## config.mk

```make
export PLATFORM = sky130hd
export DESIGN_NAME = i2c_master_register_access_core
export DESIGN_NICKNAME = d
export VERILOG_FILES = /design/src/i2cm_pkg.sv /design/src/i2cm_sequencer.sv /design/src/i2c_master_register_access_core.sv
export SDC_FILE = /design/constraint.sdc
export NUM_CORES = 1
export LEC_CHECK = 0
export BUFFER_PORTS_ARGS = -buffer_cell sky130_fd_sc_hd__buf_2
export CAP_MARGIN = 20
export CORE_MARGIN = 5
export CORE_UTILIZATION = 60
export DETAILED_ROUTE_END_ITERATION = 12
export PLACE_DENSITY = 0.81
export SLEW_MARGIN = 5
export SYNTH_ARGS = -nofsm -noshare
export SYNTH_HDL_FRONTEND = slang
export SYNTH_HIERARCHICAL = 1
export SYNTH_SLANG_ARGS = --single-unit
```

## constraint.sdc

```tcl
create_clock -name clk -period 5 [get_ports clk]
set_clock_uncertainty 0.15 [all_clocks]
set_input_delay 1.5 -clock clk [delete_from_list [all_inputs] [get_ports clk]]
set_output_delay 1.5 -clock clk [all_outputs]
set_load 0.02 [all_outputs]
```

## src/i2cm_pkg.sv

```systemverilog
`timescale 1ns / 1ps

package i2cm_pkg;

    localparam int ERR_CNT_W_DEF = 16;
    localparam int ERR_OUT_W     = 16;

    localparam logic [7:0]  HALF_BIT_RST  = 8'd2;
    localparam logic [7:0]  START_STOP_RST = 8'd4;
    localparam logic [9:0]  POLL_LIMIT_RST = 10'd250;
    localparam logic [15:0] RECOVERY_RST  = 16'd10000;

    localparam logic [1:0] CFG_HALF_BIT   = 2'd0;
    localparam logic [1:0] CFG_START_STOP = 2'd1;
    localparam logic [1:0] CFG_POLL_LIMIT = 2'd2;
    localparam logic [1:0] CFG_RECOVERY   = 2'd3;

    localparam logic [1:0] CMD_NONE  = 2'd0;
    localparam logic [1:0] CMD_WRITE = 2'd1;
    localparam logic [1:0] CMD_READ  = 2'd2;

    localparam logic [1:0] ST_OK         = 2'd0;
    localparam logic [1:0] ST_NACK_ADDRW = 2'd1;
    localparam logic [1:0] ST_NACK_REG   = 2'd2;
    localparam logic [1:0] ST_NACK_ADDRR = 2'd3;

    localparam logic [1:0] STG_ADDR_W = 2'd0;
    localparam logic [1:0] STG_REG    = 2'd1;
    localparam logic [1:0] STG_DATA   = 2'd2;
    localparam logic [1:0] STG_ADDR_R = 2'd3;

    localparam logic [2:0] LAST_BIT = 3'd7;

    typedef struct packed {
        logic [7:0]  half_bit_ticks;
        logic [7:0]  start_stop_ticks;
        logic [9:0]  ack_poll_limit;
        logic [15:0] write_recovery_ticks;
    } cfg_t;

    typedef struct packed {
        logic       sda_sample;
        logic [7:0] read_count;
        logic [7:0] write_data;
        logic [7:0] register_address;
        logic [6:0] device_address;
        logic [1:0] command;
    } tick_item_t;

    typedef struct packed {
        logic [15:0] error_count;
        logic [1:0]  status;
        logic        done_res;
        logic        read_last;
        logic [7:0]  read_byte;
        logic        read_valid;
        logic        busy_res;
        logic        sda_drive_enable;
        logic        sda_level;
        logic        scl_level;
    } tick_result_t;

endpackage

```

## src/i2cm_sequencer.sv

```systemverilog
`timescale 1ns / 1ps

module i2cm_sequencer
    import i2cm_pkg::*;
#(
    parameter int ERROR_COUNT_WIDTH = ERR_CNT_W_DEF
)
(
    input  logic         clk,
    input  logic         rst_n,
    input  logic         step_en,
    input  tick_item_t   item,
    input  cfg_t         cfg,
    output tick_result_t result
);

    localparam logic [3:0] P_IDLE      = 4'd0;
    localparam logic [3:0] P_START_HI  = 4'd1;
    localparam logic [3:0] P_START_LO  = 4'd2;
    localparam logic [3:0] P_TX_LOW    = 4'd3;
    localparam logic [3:0] P_TX_HIGH   = 4'd4;
    localparam logic [3:0] P_ACK_LOW   = 4'd5;
    localparam logic [3:0] P_ACK_POLL  = 4'd6;
    localparam logic [3:0] P_RX_LOW    = 4'd7;
    localparam logic [3:0] P_RX_HIGH   = 4'd8;
    localparam logic [3:0] P_MACK_LOW  = 4'd9;
    localparam logic [3:0] P_MACK_HIGH = 4'd10;
    localparam logic [3:0] P_STOP_LO   = 4'd11;
    localparam logic [3:0] P_STOP_HI   = 4'd12;
    localparam logic [3:0] P_RECOVER   = 4'd13;

    logic [3:0]  phase_reg, phase_next;
    logic [15:0] tick_reg, tick_next;
    logic [2:0]  bit_reg, bit_next;
    logic [7:0]  shift_reg, shift_next;
    logic [9:0]  poll_reg, poll_next;
    logic [7:0]  left_reg, left_next;
    logic [6:0]  dev_reg, dev_next;
    logic [7:0]  regaddr_reg, regaddr_next;
    logic [7:0]  data_reg, data_next;
    logic [ERROR_COUNT_WIDTH-1:0] fail_reg, fail_next;
    logic        is_read_reg, is_read_next;
    logic [1:0]  stage_reg, stage_next;
    logic [1:0]  end_st_reg, end_st_next;
    logic        end_rec_reg, end_rec_next;

    logic [15:0] timer_len;
    logic [15:0] timer_eff;
    logic [16:0] tick_inc;
    logic        timer_done;
    logic [15:0] timer_tick;
    logic [7:0]  rx_shift;
    logic        last_byte;
    logic [31:0] fail_ext;

    always_comb
    begin
        case (phase_reg)
            P_START_HI, P_START_LO, P_STOP_LO, P_STOP_HI:
                timer_len = {8'd0, cfg.start_stop_ticks};
            P_RECOVER:
                timer_len = cfg.write_recovery_ticks;
            default:
                timer_len = {8'd0, cfg.half_bit_ticks};
        endcase
    end

    assign timer_eff  = (timer_len == 16'd0) ? 16'd1 : timer_len;
    assign tick_inc   = {1'b0, tick_reg} + 17'd1;
    assign timer_done = tick_inc >= {1'b0, timer_eff};
    assign timer_tick = timer_done ? 16'd0 : tick_inc[15:0];
    assign rx_shift   = {shift_reg[6:0], item.sda_sample};
    assign last_byte  = left_reg <= 8'd1;

    always_comb
    begin
        phase_next   = phase_reg;
        tick_next    = tick_reg;
        bit_next     = bit_reg;
        shift_next   = shift_reg;
        poll_next    = poll_reg;
        left_next    = left_reg;
        dev_next     = dev_reg;
        regaddr_next = regaddr_reg;
        data_next    = data_reg;
        fail_next    = fail_reg;
        is_read_next = is_read_reg;
        stage_next   = stage_reg;
        end_st_next  = end_st_reg;
        end_rec_next = end_rec_reg;

        result                  = '0;
        result.scl_level        = 1'b1;
        result.sda_level        = 1'b1;
        result.sda_drive_enable = 1'b1;
        result.busy_res         = 1'b1;

        case (phase_reg)
            P_START_HI:
            begin
                tick_next = timer_tick;
                if (timer_done)
                begin
                    phase_next = P_START_LO;
                end
            end
            P_START_LO:
            begin
                result.sda_level = 1'b0;
                tick_next = timer_tick;
                if (timer_done)
                begin
                    shift_next = {dev_reg, stage_reg == STG_ADDR_R};
                    bit_next   = 3'd0;
                    phase_next = P_TX_LOW;
                end
            end
            P_TX_LOW:
            begin
                result.scl_level = 1'b0;
                result.sda_level = shift_reg[7];
                tick_next = timer_tick;
                if (timer_done)
                begin
                    phase_next = P_TX_HIGH;
                end
            end
            P_TX_HIGH:
            begin
                result.sda_level = shift_reg[7];
                tick_next = timer_tick;
                if (timer_done)
                begin
                    if (bit_reg == LAST_BIT)
                    begin
                        poll_next  = 10'd0;
                        phase_next = P_ACK_LOW;
                    end
                    else
                    begin
                        bit_next   = bit_reg + 3'd1;
                        shift_next = {shift_reg[6:0], 1'b0};
                        phase_next = P_TX_LOW;
                    end
                end
            end
            P_ACK_LOW:
            begin
                result.scl_level        = 1'b0;
                result.sda_drive_enable = 1'b0;
                tick_next = timer_tick;
                if (timer_done)
                begin
                    phase_next = P_ACK_POLL;
                end
            end
            P_ACK_POLL:
            begin
                result.sda_drive_enable = 1'b0;
                if (!item.sda_sample)
                begin
                    tick_next = 16'd0;
                    case (stage_reg)
                        STG_ADDR_W:
                        begin
                            stage_next = STG_REG;
                            shift_next = regaddr_reg;
                            bit_next   = 3'd0;
                            phase_next = P_TX_LOW;
                        end
                        STG_REG:
                        begin
                            if (is_read_reg)
                            begin
                                stage_next = STG_ADDR_R;
                                phase_next = P_START_HI;
                            end
                            else
                            begin
                                stage_next = STG_DATA;
                                shift_next = data_reg;
                                bit_next   = 3'd0;
                                phase_next = P_TX_LOW;
                            end
                        end
                        STG_DATA:
                        begin
                            end_st_next  = ST_OK;
                            end_rec_next = 1'b1;
                            phase_next   = P_STOP_LO;
                        end
                        default:
                        begin
                            bit_next   = 3'd0;
                            shift_next = 8'd0;
                            phase_next = P_RX_LOW;
                        end
                    endcase
                end
                else if (poll_reg >= cfg.ack_poll_limit)
                begin
                    tick_next  = 16'd0;
                    phase_next = P_STOP_LO;
                    if (stage_reg == STG_DATA)
                    begin
                        end_st_next  = ST_OK;
                        end_rec_next = 1'b1;
                    end
                    else
                    begin
                        end_rec_next = 1'b0;
                        case (stage_reg)
                            STG_ADDR_W: end_st_next = ST_NACK_ADDRW;
                            STG_REG:    end_st_next = ST_NACK_REG;
                            default:    end_st_next = ST_NACK_ADDRR;
                        endcase
                        if (is_read_reg && (fail_reg != '1))
                        begin
                            fail_next = fail_reg + 1'b1;
                        end
                    end
                end
                else
                begin
                    poll_next = poll_reg + 10'd1;
                end
            end
            P_RX_LOW:
            begin
                result.scl_level        = 1'b0;
                result.sda_drive_enable = 1'b0;
                tick_next = timer_tick;
                if (timer_done)
                begin
                    phase_next = P_RX_HIGH;
                end
            end
            P_RX_HIGH:
            begin
                result.sda_drive_enable = 1'b0;
                if (tick_reg == 16'd0)
                begin
                    shift_next = rx_shift;
                    if (bit_reg == LAST_BIT)
                    begin
                        result.read_valid = 1'b1;
                        result.read_byte  = rx_shift;
                        result.read_last  = last_byte;
                    end
                end
                tick_next = timer_tick;
                if (timer_done)
                begin
                    if (bit_reg == LAST_BIT)
                    begin
                        phase_next = P_MACK_LOW;
                    end
                    else
                    begin
                        bit_next   = bit_reg + 3'd1;
                        phase_next = P_RX_LOW;
                    end
                end
            end
            P_MACK_LOW, P_MACK_HIGH:
            begin
                result.scl_level = phase_reg != P_MACK_LOW;
                result.sda_level = last_byte;
                tick_next = timer_tick;
                if (timer_done)
                begin
                    if (phase_reg == P_MACK_LOW)
                    begin
                        phase_next = P_MACK_HIGH;
                    end
                    else if (last_byte)
                    begin
                        end_st_next  = ST_OK;
                        end_rec_next = 1'b0;
                        phase_next   = P_STOP_LO;
                    end
                    else
                    begin
                        left_next  = left_reg - 8'd1;
                        bit_next   = 3'd0;
                        shift_next = 8'd0;
                        phase_next = P_RX_LOW;
                    end
                end
            end
            P_STOP_LO:
            begin
                result.scl_level = 1'b0;
                result.sda_level = 1'b0;
                tick_next = timer_tick;
                if (timer_done)
                begin
                    phase_next = P_STOP_HI;
                end
            end
            P_STOP_HI:
            begin
                tick_next = timer_tick;
                if (timer_done)
                begin
                    if (end_rec_reg && (cfg.write_recovery_ticks != 16'd0))
                    begin
                        phase_next = P_RECOVER;
                    end
                    else
                    begin
                        result.done_res = 1'b1;
                        result.status   = end_st_reg;
                        phase_next      = P_IDLE;
                    end
                end
            end
            P_RECOVER:
            begin
                tick_next = timer_tick;
                if (timer_done)
                begin
                    result.done_res = 1'b1;
                    result.status   = end_st_reg;
                    phase_next      = P_IDLE;
                end
            end
            default:
            begin
                result.busy_res = 1'b0;
                phase_next      = P_IDLE;
                if ((item.command == CMD_WRITE) || (item.command == CMD_READ))
                begin
                    dev_next     = item.device_address;
                    regaddr_next = item.register_address;
                    data_next    = item.write_data;
                    left_next    = (item.read_count == 8'd0) ? 8'd1 : item.read_count;
                    is_read_next = item.command == CMD_READ;
                    stage_next   = STG_ADDR_W;
                    end_st_next  = ST_OK;
                    end_rec_next = 1'b0;
                    poll_next    = 10'd0;
                    bit_next     = 3'd0;
                    shift_next   = 8'd0;
                    tick_next    = 16'd0;
                    phase_next   = P_START_HI;
                end
            end
        endcase

        if (!result.sda_drive_enable)
        begin
            result.sda_level = 1'b1;
        end
        fail_ext           = 32'(fail_next);
        result.error_count = fail_ext[ERR_OUT_W-1:0];
    end

    always_ff @(posedge clk or negedge rst_n)
    begin
        if (!rst_n)
        begin
            phase_reg   <= P_IDLE;
            tick_reg    <= '0;
            bit_reg     <= '0;
            shift_reg   <= '0;
            poll_reg    <= '0;
            left_reg    <= '0;
            dev_reg     <= '0;
            regaddr_reg <= '0;
            data_reg    <= '0;
            fail_reg    <= '0;
            is_read_reg <= 1'b0;
            stage_reg   <= STG_ADDR_W;
            end_st_reg  <= ST_OK;
            end_rec_reg <= 1'b0;
        end
        else if (step_en)
        begin
            phase_reg   <= phase_next;
            tick_reg    <= tick_next;
            bit_reg     <= bit_next;
            shift_reg   <= shift_next;
            poll_reg    <= poll_next;
            left_reg    <= left_next;
            dev_reg     <= dev_next;
            regaddr_reg <= regaddr_next;
            data_reg    <= data_next;
            fail_reg    <= fail_next;
            is_read_reg <= is_read_next;
            stage_reg   <= stage_next;
            end_st_reg  <= end_st_next;
            end_rec_reg <= end_rec_next;
        end
    end

endmodule

```

## src/i2c_master_register_access_core.sv

```systemverilog
`timescale 1ns / 1ps

// Channel    Direction  Signals                        Content
// s_axis     in         s_tvalid s_tready s_tdata      one bus tick with optional command
// m_axis     out        m_tvalid m_tready m_tdata      bus drive and status for that tick
//                       m_tlast                        last byte of a read burst
// cfg        in         cfg_valid cfg_ready            register index and write data
//                       cfg_index cfg_data
//
// One tick is accepted per clock cycle while m_axis is not stalled. The input register takes
// the tick at the accepting edge and the result register takes its result at the edge on
// which the stage advances; the result is then offered on m_axis from the result register.
// Reset clears the sequencer to idle and loads the register defaults.
// A stall on m_axis holds the result register and backs up into s_axis one stage later.

module i2c_master_register_access_core
    import i2cm_pkg::*;
#(
    parameter int ERROR_COUNT_WIDTH = ERR_CNT_W_DEF
)
(
    input  logic        clk,
    input  logic        rst_n,
    input  logic        s_tvalid,
    output logic        s_tready,
    // command[1:0], device_address[8:2], register_address[16:9], write_data[24:17],
    // read_count[32:25], sda_sample[33], zero[39:34]
    input  logic [39:0] s_tdata,
    output logic        m_tvalid,
    input  logic        m_tready,
    // scl_level[0], sda_level[1], sda_drive_enable[2], busy_res[3], read_valid[4],
    // read_byte[12:5], done_res[13], status[15:14], error_count[31:16]
    output logic [31:0] m_tdata,
    output logic        m_tlast,
    input  logic        cfg_valid,
    output logic        cfg_ready,
    input  logic [1:0]  cfg_index,
    input  logic [15:0] cfg_data
);

    cfg_t         cfg_reg;
    logic         in_valid_reg;
    tick_item_t   in_item_reg;
    logic         out_valid_reg;
    tick_result_t out_res_reg;
    tick_result_t step_res;
    logic         advance;

    assign advance   = in_valid_reg && (!out_valid_reg || m_tready);
    assign s_tready  = !in_valid_reg || advance;
    assign cfg_ready = 1'b1;

    always_ff @(posedge clk or negedge rst_n)
    begin
        if (!rst_n)
        begin
            cfg_reg.half_bit_ticks       <= HALF_BIT_RST;
            cfg_reg.start_stop_ticks     <= START_STOP_RST;
            cfg_reg.ack_poll_limit       <= POLL_LIMIT_RST;
            cfg_reg.write_recovery_ticks <= RECOVERY_RST;
        end
        else if (cfg_valid)
        begin
            case (cfg_index)
                CFG_HALF_BIT:   cfg_reg.half_bit_ticks       <= cfg_data[7:0];
                CFG_START_STOP: cfg_reg.start_stop_ticks     <= cfg_data[7:0];
                CFG_POLL_LIMIT: cfg_reg.ack_poll_limit       <= cfg_data[9:0];
                CFG_RECOVERY:   cfg_reg.write_recovery_ticks <= cfg_data;
                default:        cfg_reg.write_recovery_ticks <= cfg_data;
            endcase
        end
    end

    always_ff @(posedge clk or negedge rst_n)
    begin
        if (!rst_n)
        begin
            in_valid_reg  <= 1'b0;
            out_valid_reg <= 1'b0;
        end
        else
        begin
            if (s_tready)
            begin
                in_valid_reg <= s_tvalid;
            end
            if (advance)
            begin
                out_valid_reg <= 1'b1;
            end
            else if (m_tready)
            begin
                out_valid_reg <= 1'b0;
            end
        end
    end

    always_ff @(posedge clk)
    begin
        if (s_tready && s_tvalid)
        begin
            in_item_reg <= tick_item_t'(s_tdata[33:0]);
        end
        if (advance)
        begin
            out_res_reg <= step_res;
        end
    end

    i2cm_sequencer #(
        .ERROR_COUNT_WIDTH(ERROR_COUNT_WIDTH)
    ) u_sequencer (
        .clk    (clk),
        .rst_n  (rst_n),
        .step_en(advance),
        .item   (in_item_reg),
        .cfg    (cfg_reg),
        .result (step_res)
    );

    assign m_tvalid = out_valid_reg;
    assign m_tlast  = out_res_reg.read_last;
    assign m_tdata  = {out_res_reg.error_count, out_res_reg.status, out_res_reg.done_res,
                       out_res_reg.read_byte, out_res_reg.read_valid, out_res_reg.busy_res,
                       out_res_reg.sda_drive_enable, out_res_reg.sda_level,
                       out_res_reg.scl_level};

endmodule
```

==> impl_results.md, run 1 <==
- Outcome: completed
- CP Class: reg2reg
- Min-Delay Path Class: reg2reg
- Synth top area cells: dfrtp_1, edfxtp_1, mux2_2, ha_1, dfstp_2
- Synth cell types: 85
- Post-detail-place hpwl: 16,350 µm
- Pre-CTS WS: 0.5089 ns
- DR iter-0 viols: 728
- EDFF count, synth: 67
- Die W: 142.1 µm
- Postcts setup bufs: 0
- Post-route setup slack: 0.3902 ns
- Starting Density: 60.77%
- Max_cap viols: 0
- Logic pwr share: 33.5%
- GP Congestion: 0.9504
- Die Y: 142.1 µm
- Synthesized area: 0.01048 mm²
- Final Setup Violations: 0
- Pin count of the biggest net entering global routing: 88
- Worst rel slew slack: 42.22%
- First-pass GRT wire length: 38,830 µm
- Total die area: 0.02020 mm²
- Clock-pin slew on the worst setup and hold paths: 0.06 ns
- Total CTS buffers: 22
- Antenna viol nets, final: 0
- Clock Sinks: 205
- Total global-route track usage: 23.50%
- Nets: 1,109
- Hold buffers post-CTS: 0
- Worst EP required: 5.28 ns
- Vias in the first global route: 7,635
- Drt first pass iters: 8
- I/O Buffers: 91
- Worst Tran Pin Value: 0.8666 ns
- Most instantiated library cell after synthesis: dfrtp_1
- Total routed wirelength: 23,290 µm
- Switching power: 2.120 mW
- Tcrit/Tclk final: 92.20%
- Worst reg2reg setup slack: 0.39 ns
- Sequential-to-total area share from yosys stat: 52.33%
- Remaining DRCs: 0
- Clock power frac: 27.8%
- Lkg Pwr: 5.057 nW
- Share of the synthesized area in the top cell type: 29.86%
- CTS tree: done
- Ant. Diodes: 0
- Post-synth ARST share: 67.32%
- Vias/cell: 6.099
- I/O Pins: 99
- Max H-tree Level: 1
- Latest clock arrival within the worst-skew pair: 0.51 ns
- CP arrival: 4.89 ns
- Ys Warns: 6
- Clk buf depth: 3
- Setup TNS: 0 ns
- CP startpoint kind: flip-flop
- Share of layout cells above drive strength 1: 26.20%
- Tmin final: 4.610 ns
- Power Internal: 3.934 mW
- PwrDens: 504.8 mW/mm²
- Synthesized Nets: 1,009
- Max reg flops: 42
- Max VDD drop: 0.3340 mV
- Unrepaired setup endpoints after global routing: false
- Ys flop type: dfrtp_1
- Grt total ovfl: 0
- Syn_area_per_cell: 11.55 µm²
- Routed vias: 7,612
- Max frequency: 216.9 MHz
- Std-Cell Rows: 48
- Synth-to-layout area growth: 14.49%
- Sequential Power Share: 38.7%
- Routed length per instance: 18.66 µm
- Initial antenna violation count: 0
- Crit. End Element: flip-flop
- Core area: 0.01724 mm²
- Clock root buffer master: clkbuf_16
- Yosys reg bits: 205
- Cts repair resizes: 0
- Fin. Hold Viols: 0
- Gate Count Post-Synth: 907
- Worst Path Max Fanout: 16
- Switching part of the total: 35.01%
- Max-slew violations: 0
- Top cells by count, synth: dfrtp_1, mux2_2, edfxtp_1
- Largest area contributor in the netlist: dfrtp_1
## critical path, cell delays in order, from the launching register on
cell      delay (ns)
dfrtp_1         0.69
nand2b_2        0.19
nor3_1          0.32
nor3_1          0.08
buf_4           0.18
a222oi_1        0.42
nand4_1         0.15
o21ai_0         0.25
ha_1            0.18
and4b_1         0.20
o21a_1          0.20
o311ai_4        0.31
a31oi_4         0.20
or4_4           0.60
or3_1           0.35
o21ai_2         0.06
## path summary, 6_finish.rpt
| check | cells after the start | from | end |
|---|---|---|---|
| min reg2reg | 1 | in_item_reg[23]$_DFFE_PP_ | u_sequencer/data_reg[6]$_DFFE_PN0P_ |
| max in group asynchronous | 2 | rst_n | cfg_reg[28]$_DFFE_PN1P_ |
| max | 15 | u_sequencer/phase_reg[1]$_DFFE_PN0P_ | u_sequencer/tick_reg[10]$_DFFE_PN0P_ |
| min in group asynchronous | 1 | rst_n | u_sequencer/phase_reg[3]$_DFFE_PN0P_ |
| max reg2reg | 15 | u_sequencer/phase_reg[1]$_DFFE_PN0P_ | u_sequencer/tick_reg[10]$_DFFE_PN0P_ |
| min | 1 | in_item_reg[23]$_DFFE_PP_ | u_sequencer/data_reg[6]$_DFFE_PN0P_ |
## power groups by stage
| stage | combinational, mW | clock, mW | sequential, mW |
|---|---|---|---|
| 2_1_floorplan | 1.44 | 0 | 2.28 |
| 3_3_place_gp | 1.94 | 0 | 2.35 |
| 3_5_place_dp | 1.98 | 0 | 2.36 |
| 4_1_cts | 2.01 | 1.72 | 2.34 |
| 5_1_grt | 2.22 | 1.79 | 2.38 |
| 6_report | 2.03 | 1.68 | 2.34 |
## routing by layer
layer  GRT usage [%]  share of wire, %
met4           6.414               2.4
met2           38.86                48
met3           4.570               6.5
met5               0                 0
met1           32.08                43
## layout by cell type (no fill, tap or decap), types with 24 or more instances in the layout
cell type,instances
xnor2_1,35
mux2_2,72
inv_1,42
nand2_1,57
ha_1,39
dfrtp_1,125
nor2_1,54
o21ai_0,44
buf_2,90
edfxtp_1,67
buf_4,24
a21oi_1,27
nand3_1,28
## layout make-up
type                            instances  area (µm²)
Multi-Input combinational cell        619        4653
Timing Repair Buffer                  116       661.9
Clock inverter                         11       166.4
Sequential cell                       205        5482
Clock buffer                           29       586.8
Inverter                               43       161.4
Fill cell                            1239        5244
Tap cell                              225       281.5
## stage by stage
step           area [µm²]  total power [mW]  utilization [%]  cells  hold slack (ns)
3_3_place_gp        11240             4.286            65.21   1208           0.3088
3_5_place_dp        11240             4.346            65.21   1208           0.3133
2_1_floorplan       10480             3.719                -    907           0.2990
5_1_grt             11990             6.393            69.58   1248           0.3433
6_report            11990             6.054            69.58   1248           0.3252
4_1_cts             11990             6.061            69.58   1248           0.3266
## logic make-up (layout without fill, tap and decap cells)
group	after synthesis	after routing	share of synthesized area, %
XOR/XNOR	43	43	3.595
flip-flops	205	205	52.33
other	1	1	0.03580
AO/OA/AOI/OAI	177	177	12.58
adder cells (fa/ha/maj)	39	39	4.658
AND/OR/NAND/NOR	276	276	14.58
multiplexers	83	83	8.839
buffers and inverters	83	199	3.380
(Power assumes the default switching activity.)
==> run 2, diff against run 1 <==
- CORE_UTILIZATION: 60 -> 58
- MAX_ROUTING_LAYER: unset -> met4
- PLACE_DENSITY: 0.81 -> 0.78
==> run 2 against run 1 <==
Final cell count grew 0.40%. Die area rose by 3.2%. Hold slack worse by 0.00065 ns. Cell area is 0.54% lower. Sequential power is essentially flat. Largest cell class unchanged.
==> impl_results.md, run 2 (same netlist as run 1, synthesis figures left out) <==
- Share of layout cells above drive strength 1: 25.98% (-0.22 points)
- Worst Path Max Fanout: 12 (-4)
- Ant. Diodes: 0 (unchanged)
- Max-slew violations: 0 (unchanged)
- Lkg Pwr: 5.028 nW (-0.57%)
- Pre-CTS WS: 0.3543 ns (-0.1546 ns)
- Grt total ovfl: 0 (unchanged)
- Worst EP required: 5.22 ns (-0.06 ns)
- CP arrival: 4.92 ns (+0.03 ns)
- Post-detail-place hpwl: 16,070 µm (-1.7%)
- Total die area: 0.02085 mm² (+3.2%)
- Max VDD drop: 0.3688 mV (+10%)
- Vias in the first global route: 7,505 (-1.7%)
- Std-Cell Rows: 49 (+2.1%)
- Power Internal: 3.817 mW (-3.0%)
- CP peak stage delay: 0.53 ns (-0.16 ns)
- CP most frequent cell: o21ai_0
- Min-Delay Path Class: reg2reg
- I/O Pins: 99 (unchanged)
- Latest clock arrival within the worst-skew pair: 0.50 ns (about the same)
- Final Setup Violations: 0 (unchanged)
- Crit. End Element: flip-flop
- Max H-tree Level: 1 (unchanged)
- Outcome: completed
- Cell Area, Placed: 0.01124 mm² (unchanged)
- Tmin final: 4.705 ns (+0.09498 ns)
- Worst Tran Pin Value: 0.8605 ns (-0.006098 ns)
- GP Congestion: 0.9882 (+4.0%)
- Cts repair resizes: 0 (unchanged)
- Core area: 0.01790 mm² (+3.9%)
- Hold path cells: 1 (unchanged)
- CP startpoint kind: flip-flop
- Total CTS buffers: 22 (unchanged)
- DR iter-0 viols: 615 (-16%)
- Max reg flops: 42 (unchanged)
- First-pass GRT wire length: 37,670 µm (-3.0%)
- Max frequency: 212.5 MHz (-2.0%)
- PwrDens: 495.3 mW/mm² (-1.9%)
- CP max-delay cell: dfrtp_1
- Logic pwr share: 34.2% (+0.7 points)
- Commonest cells after routing, fill and taps aside: dfrtp_1, buf_2, mux2_2
- Initial antenna violation count: 0 (unchanged)
- Remaining DRCs: 0 (unchanged)
- Clk buf depth: 3 (unchanged)
- Most common cell after layout, fill and taps aside: dfrtp_1
- Routed length per instance: 18.15 µm (-2.7%)
- Design area: 0.01193 mm² (-0.54%)
- Routed vias: 7,570 (-0.55%)
- Total global-route track usage: 22.83% (-0.67 points)
- Switching part of the total: 35.39% (+0.37 points)
- Clock Sinks: 205 (unchanged)
- CTS tree: done
- Drt first pass iters: 5 (-3)
- Sequential Power Share: 39.5% (+0.8 points)
- Tcrit/Tclk final: 94.10% (+1.9 points)
- Total routed wirelength: 22,750 µm (-2.3%)
- Postcts setup bufs: 0 (unchanged)
- R2R cell count: 15 (unchanged)
- Post-route setup slack: 0.2952 ns (-0.09498 ns)
- Max_cap viols: 0 (unchanged)
- Switching power: 2.090 mW (-1.4%)
- Bufs and invs on worst path: 1 (unchanged)
- Hold buffers post-CTS: 0 (unchanged)
- Clock-pin slew on the worst setup and hold paths: 0.06 ns (about the same)
- I/O Buffers: 91 (unchanged)
- Unrepaired setup endpoints after global routing: false
- Family with the most delay on the worst path: simple AND/OR/NAND/NOR gates
- Starting Density: 58.51% (-2.3 points)
- Die Y: 144.4 µm (+1.6%)
- Pin count of the biggest net entering global routing: 93 (+5.7%)
- Crit path depth: 15 (unchanged)
- Worst rel slew slack: 42.02% (-0.20 points)
- FILL cells: 1,371 (+11%)
- CP Class: reg2reg
- Die W: 144.4 µm (+1.6%)
- Synth-to-layout area growth: 13.87%
- Antenna viol nets, final: 0 (unchanged)
- Clock power frac: 26.3% (-1.5 points)
- Nets: 1,110 (+0.090%)
- Fin. Hold Viols: 0 (unchanged)
- Vias/cell: 6.042 (-0.95%)
- Clock root buffer master: clkbuf_16
- Worst path cell trace: buf_4 -> nor2_1 -> nor4_1 -> or3_1 -> a222oi_1 -> nand4_1 -> o21ai_0 -> ha_1 -> and4b_1 -> o21a_1 -> o311ai_4 -> a31oi_4 -> nor3_2 -> or2_1 -> o21ai_0
- Setup TNS: 0 ns (unchanged)
==> run 2: power by group through the flow <==
stage          Sequential [mW]  Combinational [mW]  Clock (mW)
6_report                  2.33                2.02        1.55
5_1_grt                   2.37                2.22        1.67
4_1_cts                   2.33                2.00        1.58
3_5_place_dp              2.35                1.98           0
3_3_place_gp              2.34                1.95           0
2_1_floorplan             2.28                1.44           0
==> run 2: final cells by class <==
type,instances,area (µm²),share of cell area [%]
Tap cell,229,286.5,2.402
Sequential cell,205,5482,45.96
Timing Repair Buffer,117,656.9,5.507
Inverter,43,161.4,1.353
Multi-Input combinational cell,619,4653,39.01
Clock buffer,32,588.1,4.930
Clock inverter,8,100.1,0.8392
==> run 2: metal layers <==
layer | vias up | routed length [µm] | track usage, %
li1 | 3590 | - | -
met1 | 3722 | 10300 | 32.14
met2 | 225 | 10780 | 35.99
met3 | 33 | 1331 | 3.075
met4 | 0 | 331 | 4.811
met5 | - | 0 | -
==> run 2: final timing paths <==
| check | startpoint | to | slack (ns) |
|---|---|---|---|
| max in group asynchronous | rst_n | u_sequencer/fail_reg[13]$_DFFE_PN0P_ | 2.90 |
| max | u_sequencer/phase_reg[1]$_DFFE_PN0P_ | u_sequencer/poll_reg[1]$_DFFE_PN0P_ | 0.30 |
| max reg2reg | u_sequencer/phase_reg[1]$_DFFE_PN0P_ | u_sequencer/poll_reg[1]$_DFFE_PN0P_ | 0.30 |
| min in group asynchronous | rst_n | cfg_reg[16]$_DFFE_PN0P_ | 0.88 |
| min reg2reg | in_item_reg[8]$_DFFE_PP_ | u_sequencer/dev_reg[6]$_DFFE_PN0P_ | 0.32 |
| min | in_item_reg[8]$_DFFE_PP_ | u_sequencer/dev_reg[6]$_DFFE_PN0P_ | 0.32 |
==> run 2: per-stage QoR <==
| stage | utilization (%) | power (mW) | hold WS, ns | std cells |
|---|---|---|---|---|
| 2_1_floorplan | - | 3.719 | 0.2990 | 907 |
| 3_3_place_gp | 62.78 | 4.296 | 0.3076 | 1213 |
| 3_5_place_dp | 62.78 | 4.336 | 0.3147 | 1213 |
| 4_1_cts | 66.63 | 5.913 | 0.3277 | 1253 |
| 5_1_grt | 66.63 | 6.256 | 0.3350 | 1253 |
| 6_report | 66.63 | 5.907 | 0.3245 | 1253 |
